File: src/hdl/tsd_pkg.sv
// Shared types, constants and helper functions of the triangle midpoint subdivider.
package tsd_pkg;

    localparam int EDGE_SLOTS   = 4096;
    localparam int SLOT_W       = $clog2(EDGE_SLOTS);
    localparam int MAX_VERTICES = 65536;
    localparam int ID_W         = 16;
    localparam int CNT_W        = 17;
    localparam int COORD_W      = 32;
    localparam int KEY_W        = 2 * ID_W;
    localparam int MAX_ID       = MAX_VERTICES - 1;

    localparam int EDGE_W = 2;
    localparam logic [EDGE_W-1:0] EDGE_AB = 2'd0;
    localparam logic [EDGE_W-1:0] EDGE_BC = 2'd1;
    localparam logic [EDGE_W-1:0] EDGE_CA = 2'd2;

    localparam int REC_W = 3;
    localparam logic [REC_W-1:0] REC_VERT_AB = 3'd0;
    localparam logic [REC_W-1:0] REC_VERT_BC = 3'd1;
    localparam logic [REC_W-1:0] REC_VERT_CA = 3'd2;
    localparam logic [REC_W-1:0] REC_FACE_A  = 3'd3;
    localparam logic [REC_W-1:0] REC_FACE_B  = 3'd4;
    localparam logic [REC_W-1:0] REC_FACE_C  = 3'd5;
    localparam logic [REC_W-1:0] REC_FACE_M  = 3'd6;

    localparam logic KIND_VERTEX = 1'b0;
    localparam logic KIND_FACE   = 1'b1;

    typedef struct packed {
        logic              valid;
        logic [KEY_W-1:0]  key;
        logic [ID_W-1:0]   mid;
    } tsd_entry_t;

    typedef struct packed {
        logic              clear;
        logic              load_in;
        logic              start;
        logic [EDGE_W-1:0] edge_idx;
        logic              probe_next;
        logic              resolve;
        logic              emit;
        logic [REC_W-1:0]  rec;
    } tsd_cmd_t;

    typedef struct packed {
        logic clear_last;
        logic hit;
        logic empty;
        logic probe_last;
        logic out_free;
        logic rec_skip;
    } tsd_status_t;

    function automatic logic [EDGE_W-1:0] tsd_next_corner(input logic [EDGE_W-1:0] e);
        logic [EDGE_W-1:0] r;
        begin
            case (e)
                EDGE_AB: r = EDGE_BC;
                EDGE_BC: r = EDGE_CA;
                default: r = EDGE_AB;
            endcase
            return r;
        end
    endfunction

    function automatic logic [COORD_W-1:0] tsd_midpoint(input logic [COORD_W-1:0] p,
                                                       input logic [COORD_W-1:0] q);
        logic [COORD_W:0] s;
        begin
            s = {p[COORD_W-1], p} + {q[COORD_W-1], q};
            return s[COORD_W:1];
        end
    endfunction

endpackage

File: src/hdl/tsd_ctrl.sv
// Controller: sequences the table clearing, the lookups of edges AB, BC and CA and the record output.
module tsd_ctrl
(
    input  logic                  clk,
    input  logic                  rst_n,
    input  logic                  in_valid,
    output logic                  in_ready,
    input  tsd_pkg::tsd_status_t  status,
    output tsd_pkg::tsd_cmd_t     cmd
);

    typedef enum logic [5:0] {
        S_CLEAR = 6'b000001,
        S_IDLE  = 6'b000010,
        S_START = 6'b000100,
        S_LOOK  = 6'b001000,
        S_CHECK = 6'b010000,
        S_EMIT  = 6'b100000
    } state_t;

    state_t                     state_reg, state_next;
    logic [tsd_pkg::EDGE_W-1:0] edge_reg, edge_next;
    logic [tsd_pkg::REC_W-1:0]  rec_reg, rec_next;

    always_comb
    begin
        state_next = state_reg;
        edge_next  = edge_reg;
        rec_next   = rec_reg;
        cmd        = '0;
        cmd.edge_idx = edge_reg;
        cmd.rec      = rec_reg;
        in_ready   = 1'b0;
        case (state_reg)
            S_CLEAR:
            begin
                cmd.clear = 1'b1;
                if (status.clear_last)
                begin
                    state_next = S_IDLE;
                end
            end
            S_IDLE:
            begin
                in_ready = 1'b1;
                if (in_valid)
                begin
                    cmd.load_in = 1'b1;
                    edge_next   = tsd_pkg::EDGE_AB;
                    state_next  = S_START;
                end
            end
            S_START:
            begin
                cmd.start  = 1'b1;
                state_next = S_LOOK;
            end
            S_LOOK:
            begin
                state_next = S_CHECK;
            end
            S_CHECK:
            begin
                if (status.hit || status.empty || status.probe_last)
                begin
                    cmd.resolve = 1'b1;
                    if (edge_reg == tsd_pkg::EDGE_CA)
                    begin
                        rec_next   = tsd_pkg::REC_VERT_AB;
                        state_next = S_EMIT;
                    end
                    else
                    begin
                        edge_next  = tsd_pkg::tsd_next_corner(edge_reg);
                        state_next = S_START;
                    end
                end
                else
                begin
                    cmd.probe_next = 1'b1;
                    state_next     = S_LOOK;
                end
            end
            S_EMIT:
            begin
                cmd.emit = 1'b1;
                if (status.rec_skip || status.out_free)
                begin
                    rec_next = rec_reg + tsd_pkg::REC_W'(1);
                    if (rec_reg == tsd_pkg::REC_FACE_M)
                    begin
                        state_next = S_IDLE;
                    end
                end
            end
            default:
            begin
                state_next = S_IDLE;
            end
        endcase
    end

    always_ff @(posedge clk or negedge rst_n)
    begin
        if (!rst_n)
        begin
            state_reg <= S_CLEAR;
            edge_reg  <= '0;
            rec_reg   <= '0;
        end
        else
        begin
            state_reg <= state_next;
            edge_reg  <= edge_next;
            rec_reg   <= rec_next;
        end
    end

    a_load_starts: assert property (@(posedge clk) disable iff (!rst_n)
        cmd.load_in |=> state_reg == S_START)
        else $error("accepted request did not start a lookup");

    a_rec_range: assert property (@(posedge clk) disable iff (!rst_n)
        state_reg == S_EMIT |-> rec_reg <= tsd_pkg::REC_FACE_M)
        else $error("record index out of range");

    a_no_accept_busy: assert property (@(posedge clk) disable iff (!rst_n)
        (state_reg == S_CLEAR || state_reg == S_EMIT) |-> !in_ready)
        else $error("request accepted while busy");

endmodule
File: config.mk
export PLATFORM = sky130hd
export DESIGN_NAME = tsd_ctrl
export DESIGN_NICKNAME = d
export VERILOG_FILES = /design/src/hdl/tsd_pkg.sv /design/src/hdl/tsd_ctrl.sv
export SDC_FILE = /design/constraint.sdc
export NUM_CORES = 1
export LEC_CHECK = 0
export BUFFER_PORTS_ARGS = -buffer_cell sky130_fd_sc_hd__buf_2
export CORE_ASPECT_RATIO = 0.9
export CORE_MARGIN = 4
export CORE_UTILIZATION = 42
export CTS_CLUSTER_DIAMETER = 40
export DETAILED_ROUTE_END_ITERATION = 10
export PLACE_DENSITY = 0.8
export SYNTH_ARGS = -nofsm -noshare
export SYNTH_HDL_FRONTEND = slang
export SYNTH_SLANG_ARGS = --single-unit
export TNS_END_PERCENT = 20
File: constraint.sdc
create_clock -name clk -period 1.67 [get_ports clk]
set_input_delay 0.167 -clock clk [delete_from_list [all_inputs] [get_ports clk]]
set_output_delay 0.167 -clock clk [all_outputs]
set_load 0.02 [all_outputs]
== Word-level counts from Yosys, hierarchy flattened ==
Index checks and enable logic that the tools add are counted.

* Add/subtract/negate cells: 1
* Reductions and logical operators: 9
* Muxes and demuxes: 25
* Eq/ne operators: 16

{| class="wikitable"
|+ Operator list
! cell !! count
|-
| 2-to-1 mux 6 bit || 6
|-
| case mux 6 bit (6 select lines) || 1
|-
| inequality test 2 bit (second input constant) || 7
|-
| AND reduction 4 bit || 3
|-
| 2-to-1 mux 3 bit || 3
|-
| 2-to-1 mux 1 bit || 8
|-
| 2-to-1 mux 2 bit || 4
|-
| case mux 2 bit (2 select lines) || 2
|-
| == test 6 x 1 -> 1 bit (second input constant) || 1
|-
| == test 6 x 2 -> 1 bit (second input constant) || 1
|-
| == test 6 x 3 -> 1 bit (second input constant) || 1
|-
| == test 6 x 4 -> 1 bit (second input constant) || 1
|-
| == test 6 x 5 -> 1 bit (second input constant) || 1
|-
| == test 6 bit (second input constant) || 1
|-
| case mux 3 bit (2 select lines) || 1
|-
| nonzero test 2 bit || 2
|-
| adder 3 x 1 -> 3 bit (second input constant) || 1
|-
| == test 3 bit (second input constant) || 1
|-
| logical OR 1 bit || 3
|-
| == test 2 x 1 -> 1 bit (second input constant) || 1
|-
| == test 2 bit (second input constant) || 1
|-
| logical NOT 2 bit || 1
|}

* Input port bits: 9
* Flip-flop bits (word level): 11
* Logic and storage cells: 54
* Output and inout bits: 12

== Logic depth before layout (Yosys ltp) ==
Gate-level depths: netlist (run 1).

* Word-level depth: 5
* Mapped depth: 6

== Worst setup path before layout (run 1) ==
OpenSTA, ideal clock, no wires.

* Path type: flip-flop to flip-flop
* Start: register state_reg[5]
* End: register state_reg[1]
* Path buffers: 0
* Stages on the path, launching flop included: 4
* Period minus slack after synthesis: 1.818 ns
* Arrival time: 1.738 ns
* Data required time: 1.590 ns
* Setup time: 0.080 ns
* Path slack: -0.148 ns
* Path through: dfrtp_1 or4_4 nor3_1 mux2i_1

* Word-level cells in the longest chain between the ends: 3

{| class="wikitable"
|+ Ends and longest elaborated chain
! what !! line !! text
|-
| start, declared || tsd_ctrl.sv:21 || <nowiki>state_t state_reg, state_next;</nowiki>
|-
| start signal, assigned || tsd_ctrl.sv:113 || <nowiki>state_reg <= state_next;</nowiki>
|-
| == test 6 bit (tied with other cells) || tsd_ctrl.sv:34 || <nowiki>case (state_reg)</nowiki>
|-
| inequality test 2 bit (no line) || -- ||
|-
| AND reduction 4 bit (no line) || -- ||
|}

Parallel ways exist; a longest one is shown, timed or not.
A chain may end at the register's enable or synchronous reset.

==> impl_metrics.py, run 1 <==
metrics = {
    "power_and_ir_drop": {
        "power_switching_uw": 381,
        "power.total_uw": 1030,
        "switching_share": 0.370,
        "clockPowerShare": 0.183,
        "p_leak_uw": 0.000486,
        "power_density_nw_per_um2": 1090,
        "p_seq_frac": 0.309,
        "irDropWorstVdd_mv": 0.625,
        "p_int_uw": 649,
        "p_comb_frac": 0.508,
    },
    "sta": {
        "fin_ws_ps": -348,
        "finalSetupTns_ps": -876,
        "slew_viol_final": 0,
        "tightestPinTransition_ps": 264,
        "setup-violations-final": 7,
        "rsz0062_at_grt": "true",
        "skew_ps": 14.0,
        "max_freq_ghz": 0.496,
        "hold_viol": 0,
        "finalCritPeriodShare": 1.21,
        "slew_headroom": 0.824,
        "min_period_ps": 2020,
    },
    "synth": {
        "ys_seq_area_frac": 0.452,
        "synth_fp_nets": 72,
        "yosysTopAreaCell": "dfrtp_1",
        "synth_adder_area_share": 0.0409,
        "synth-edff-count": 0,
        "synth_top_family_by_area": "simple AND/OR/NAND/NOR gates",
        "synthXorXnorAreaFrac": 0.0143,
        "synth-compound-area-share": 0.108,
        "yosys_most_used_dff": "dfrtp_1",
        "synth_area_leaders": "dfrtp_1 (41%), dfstp_2 (4.3%), ha_1 (4.1%), inv_1 (3.7%), nor3b_1 (3.7%)",
        "synth_area_um2": 612,
        "synthSimpleGateAreaFrac": 0.315,
        "synth.most_common_cell": "dfrtp_1",
        "synthMuxAreaShare": 0.0327,
        "synth_top_area_frac": 0.409,
        "ys_top_cells_by_count": "dfrtp_1 (10), inv_1 (6), nand2_1 (4), o21ai_0 (4)",
        "synth-warning-count": 0,
        "ys_seq_elements": 11,
        "ys_types": 29,
        "async_reset_ff_frac": 1.00,
        "synthCells": 61,
        "avgSynthCellArea_um2": 10.0,
    },
    "detailed_routing": {
        "wl_met1_um": 639,
        "wirelength_um": 1480,
        "final_antenna_net_count": 0,
        "highest_layer": "met4",
        "dr_wl_met2_um": 719,
        "firstDrtPassIters": 4,
        "viasPerCell": 5.42,
        "wl_per_cell_um": 13.5,
        "drc": 0,
        "drtIter0Drc": 6,
        "dr_total_vias": 596,
        "routed-wl-met3_um": 112,
    },
    "layout": {
        "multiInputGateArea_um2": 372,
        "fill_cells": 88,
        "syn_to_final_growth_pct": 54.4,
        "seqCellArea_um2": 277,
        "fin_area_um2": 945,
        "drive_gt1_frac": 0.500,
        "diodes": 0,
        "final_nets": 108,
        "largest_reg_flops": 6,
        "fin_cells": 110,
    },
    "critical_path": {
        "worstPathMaxFanout": 4,
        "cp_common_cell": "or4_4",
        "regToRegStartpoint": "state_reg[5]",
        "worstPathArrival_ps": 1850,
        "cp_slowest_cell": "or4_4",
        "critPathMaxStageDelay_ps": 530,
        "required_ps": 1500,
        "cp-start-kind": "flip-flop",
        "cp_num_buf_inv": 2,
        "end_kind": "primary output",
        "critical_path.startpoint": "state_reg[5]",
        "critical_path_class": "reg2out",
        "cp_top_family": "simple AND/OR/NAND/NOR gates",
        "cp_cell_sequence": "or4_4 -> or4_4 -> inv_2 -> buf_6",
    },
    "placed_design": {
        "postPlaceCellArea_um2": 810,
        "dp.cells": 105,
        "place.detailed.hpwl_um": 1110,
        "numPortBuffers": 20,
        "place.gp.congestion": 0.825,
    },
    "global_route": {
        "track_usage": 0.174,
        "antenna_found_initial": 0,
        "grt-ovfl-total": 0,
        "grt_max_degree": 12,
        "grt_pass1_wl_um": 2610,
        "grt_pass1_vias": 606,
    },
    "hold_path": {
        "hold_path.startpoint": "in_valid",
        "hold_path_class": "in2reg",
    },
    "clocking": {
        "path_clk_slew_ps": 80,
        "numClockSinks": 11,
        "cts_tree": "yes",
        "cts_setup_buffers": 0,
        "numCtsBuffers": 3,
        "cts_buffer_depth": 2,
        "htreeDepth": 1,
        "cts_root_buffer": "clkbuf_4",
        "clock_latency_ps": 280,
    },
    "floorplanning": {
        "core_area_um2": 1310,
        "dieArea_um2": 2130,
        "io_pins": 21,
        "initial_core_util": 0.468,
        "placementRows": 12,
        "die_h_um": 44.2,
        "die_w_um": 48.2,
    },
    "run_status": {
        "violations": "negative setup slack",
        "outcome": "complete, but fails checks",
    },
    "flow_run": {
        "max_cap_viol_count": 0,
    },
}
[timing repair]
action | CTS | global route
pin swaps | 1 | 2
endpoints found under the hold margin | 10 | 0
resized for setup | 22 | 3
hold buffers | 1 | 0
setup endpoints to repair | 9 | 11
gates cloned | 0 | 0
[placed cells by master, fill, tap and decap left out, types with 3 or more instances in the layout]
cell type   n
buf_2      13
buf_4      10
buf_6       7
clkbuf_4    3
dfrtp_1    10
inv_1       5
nand2_1     4
nand3_1     3
o211ai_1    3
o21ai_0     4
or4_4       3
[power groups by stage]
stage	logic (uW)	registers (uW)	clock network, uW
detailed placement	399	321	0
floorplan	212	343	0
CTS	495	317	192
global placement	387	320	0
finish	523	318	189
global route	562	321	210
[cell families after synthesis]
| logic type | after synthesis |
|---|---|
| xor+xnor | 1 |
| mux | 2 |
| compound gates | 10 |
| fa+ha+maj | 2 |
| flops | 11 |
| simple gates | 29 |
| buf+inv | 6 |
[per-stage QoR]
stage,util,hold slack (ps),setup slack (ps)
final,0.723,89.4,-348
after global routing,0.723,91.9,-389
after CTS,0.711,88.2,-350
after detailed placement,0.620,49.8,-108
after global placement,0.620,48.1,-59.6
after floorplan,-,-129,-87.7
[final timing paths]
check | endpoint | slack (ps) | cells after the start
setup / recovery | cmd[9] | -350 | 4
hold / removal | state_reg[1] | 90 | 2
setup reg to reg | state_reg[1] | -10 | 5
hold reg to reg | edge_reg[1] | 530 | 1
max in group asynchronous | state_reg[0] | 1100 | 2
min in group asynchronous | rec_reg[0] | 280 | 2
[layer usage]
layer  GRT usage  vias up
met3      0.0772        2
met1       0.216      283
met4      0.0645        0
li1            -      290
met5           0        -
met2       0.263       21
[layout make-up]
cell class,count,share of cell area
repair buffers,31,0.242
inverters,6,0.0238
clock inverters,1,0.00530
clock buffers,3,0.0238
well taps,14,0.0185
multi-input cells,44,0.393
flip-flops and latches,11,0.293
[worst register-to-register path, stage by stage (launching register included)]
cell and delay (ps):
dfrtp_1 380, or4_4 530, buf_4 170, nor4b_4 240, nand3b_1 150, mux2i_1 70
Note: power is estimated with default switching activity, not from simulation.
==> run 2, diff against run 1 <==
SKIP_LAST_GASP = 1   (was unset)
clock period = 1.81 ns   (was 1.67 ns; I/O delays follow)
==> run 2 against run 1 <==
Net effect: the run still ends with negative setup slack left; sequential share of layout area grew 3.9 points; critical path depth is the same; critical endpoint unchanged; sequential power shrank 5%; power shrank 21%; routed wire length shrank 4.1%; final area shrank 12%; utilization shrank 8.5 points.
==> impl_metrics.py, run 2 (synthesis gave the netlist of run 1 again) <==
metrics = {
    "hold_path": {
        "hold_path_class": "in2reg",
        "worstHoldEndpoint": "state_reg[0]",
        "hold_path.startpoint": "status[5]",
        "holdPathStages": 2,
    },
    "critical_path": {
        "required_ps": 1630,
        "timing.rr.end": "state_reg[1]",
        "end_kind": "primary output",
        "rrSetupSlack_ps": 40,
        "cp-start-kind": "flip-flop",
        "regToRegStartpoint": "state_reg[5]",
        "critical_path_class": "reg2out",
        "worstPathMaxFanout": 4,
        "rr_worst_depth": 5,
        "worstPathArrival_ps": 1860,
    },
    "clocking": {
        "cts_buffer_depth": 2,
        "clock_latency_ps": 260,
        "numClockSinks": 11,
        "cts_setup_buffers": 0,
        "htreeDepth": 1,
        "cts_root_buffer": "clkbuf_4",
        "cts_tree": "yes",
        "numCtsBuffers": 3,
        "path_clk_slew_ps": 70,
    },
    "floorplanning": {
        "initial_core_util": 0.468,
        "die_h_um": 44.2,
        "die_w_um": 48.2,
        "io_pins": 21,
        "dieArea_um2": 2130,
        "placementRows": 12,
        "core_area_um2": 1310,
    },
    "global_route": {
        "track_usage": 0.170,
        "grt_max_degree": 12,
        "grt-ovfl-total": 0,
        "grt_pass1_wl_um": 2590,
        "antenna_found_initial": 0,
        "grt_pass1_vias": 635,
    },
    "sta": {
        "fin_ws_ps": -236,
        "min_period_ps": 2050,
        "finalCritPeriodShare": 1.13,
        "setup-violations-final": 4,
        "tightestPinTransition_ps": 371,
        "finalSetupTns_ps": -427,
        "rsz0062_at_grt": "true",
        "slew_viol_final": 0,
        "slew_headroom": 0.749,
        "timing.hold.ws_ps": 44.4,
        "skew_ps": 1.51,
        "max_freq_ghz": 0.489,
        "hold_viol": 0,
    },
    "placed_design": {
        "place.gp.congestion": 0.817,
        "place.detailed.hpwl_um": 1130,
        "postPlaceCellArea_um2": 795,
        "numPortBuffers": 20,
        "place_ws_ps": 20.4,
    },
    "layout": {
        "final_common_cell": "buf_2",
        "final_nets": 106,
        "fin_area_um2": 833,
        "mostFrequentLayoutCells": "buf_2 (19), dfrtp_1 (10), buf_4 (9), inv_1 (6)",
        "largest_reg_flops": 6,
        "drive_gt1_frac": 0.394,
        "syn_to_final_growth_pct": 36.2,
        "diodes": 0,
    },
    "detailed_routing": {
        "drc": 0,
        "wirelength_um": 1420,
        "dr_total_vias": 593,
        "firstDrtPassIters": 4,
        "final_antenna_net_count": 0,
        "wl_per_cell_um": 13.1,
        "drtIter0Drc": 11,
        "viasPerCell": 5.49,
    },
    "power_and_ir_drop": {
        "irDropWorstVdd_mv": 0.587,
        "power_density_nw_per_um2": 982,
        "p_leak_uw": 0.000460,
        "power.total_uw": 818,
    },
    "run_status": {
        "violations": "negative setup slack",
        "outcome": "complete, but fails checks",
    },
    "flow_run": {
        "max_cap_viol_count": 0,
    },
}
==> run 2: cell type report <==
cell class | count | area, um2
inverter | 6 | 22.5
fill | 117 | 473
sequential | 11 | 277
tap | 14 | 17.5
timing repair buffer | 29 | 173
clock buffer | 4 | 26.3
multi-input combinational | 44 | 318
==> run 2: worst max-delay path by stage <==
stage | startpoint | slack [ps] | depth (start not counted) | to
floorplan | state_reg[1] | 50 | 3 | state_reg[3]
global placement | state_reg[5] | 70 | 4 | cmd[9]
detailed placement | state_reg[5] | 20 | 5 | state_reg[1]
CTS | state_reg[5] | -240 | 4 | cmd[9]
global route | state_reg[5] | -320 | 4 | cmd[9]
finish | state_reg[5] | -240 | 4 | cmd[9]
==> run 2: timing repair <==
item                       in CTS  in global routing
setup endpoints to repair       4                  7
hold buffers                    1                  0
hold endpoints to repair       10                  0
resized for setup               1                  0
==> run 2: layer usage <==
metal  global-route usage  wire length, um  vias up
met5                    0                0        -
met4               0.0538               10        0
met3               0.0528               96        2
met2                0.286              704       19
met1                0.198              609      280
li1                     -                -      292
==> run 2: stage by stage <==
step,instances,utilization
after global routing,108,0.638
after floorplan,61,-
after detailed placement,103,0.608
after global placement,103,0.608
after CTS,108,0.638
final,108,0.638
==> run 2: critical path: stages (launching register included) <==
cell     delay (ps)
dfrtp_1         390
or4_4           530
or4_4           470
inv_1            80
buf_4           130
==> run 2: report_power, final <==
group / switching, uW / leakage, uW / internal [uW]
logic: 177 / 0.000300 / 170
clock network: 83.4 / 0.0000150 / 85.2
registers: 30.3 / 0.000145 / 273
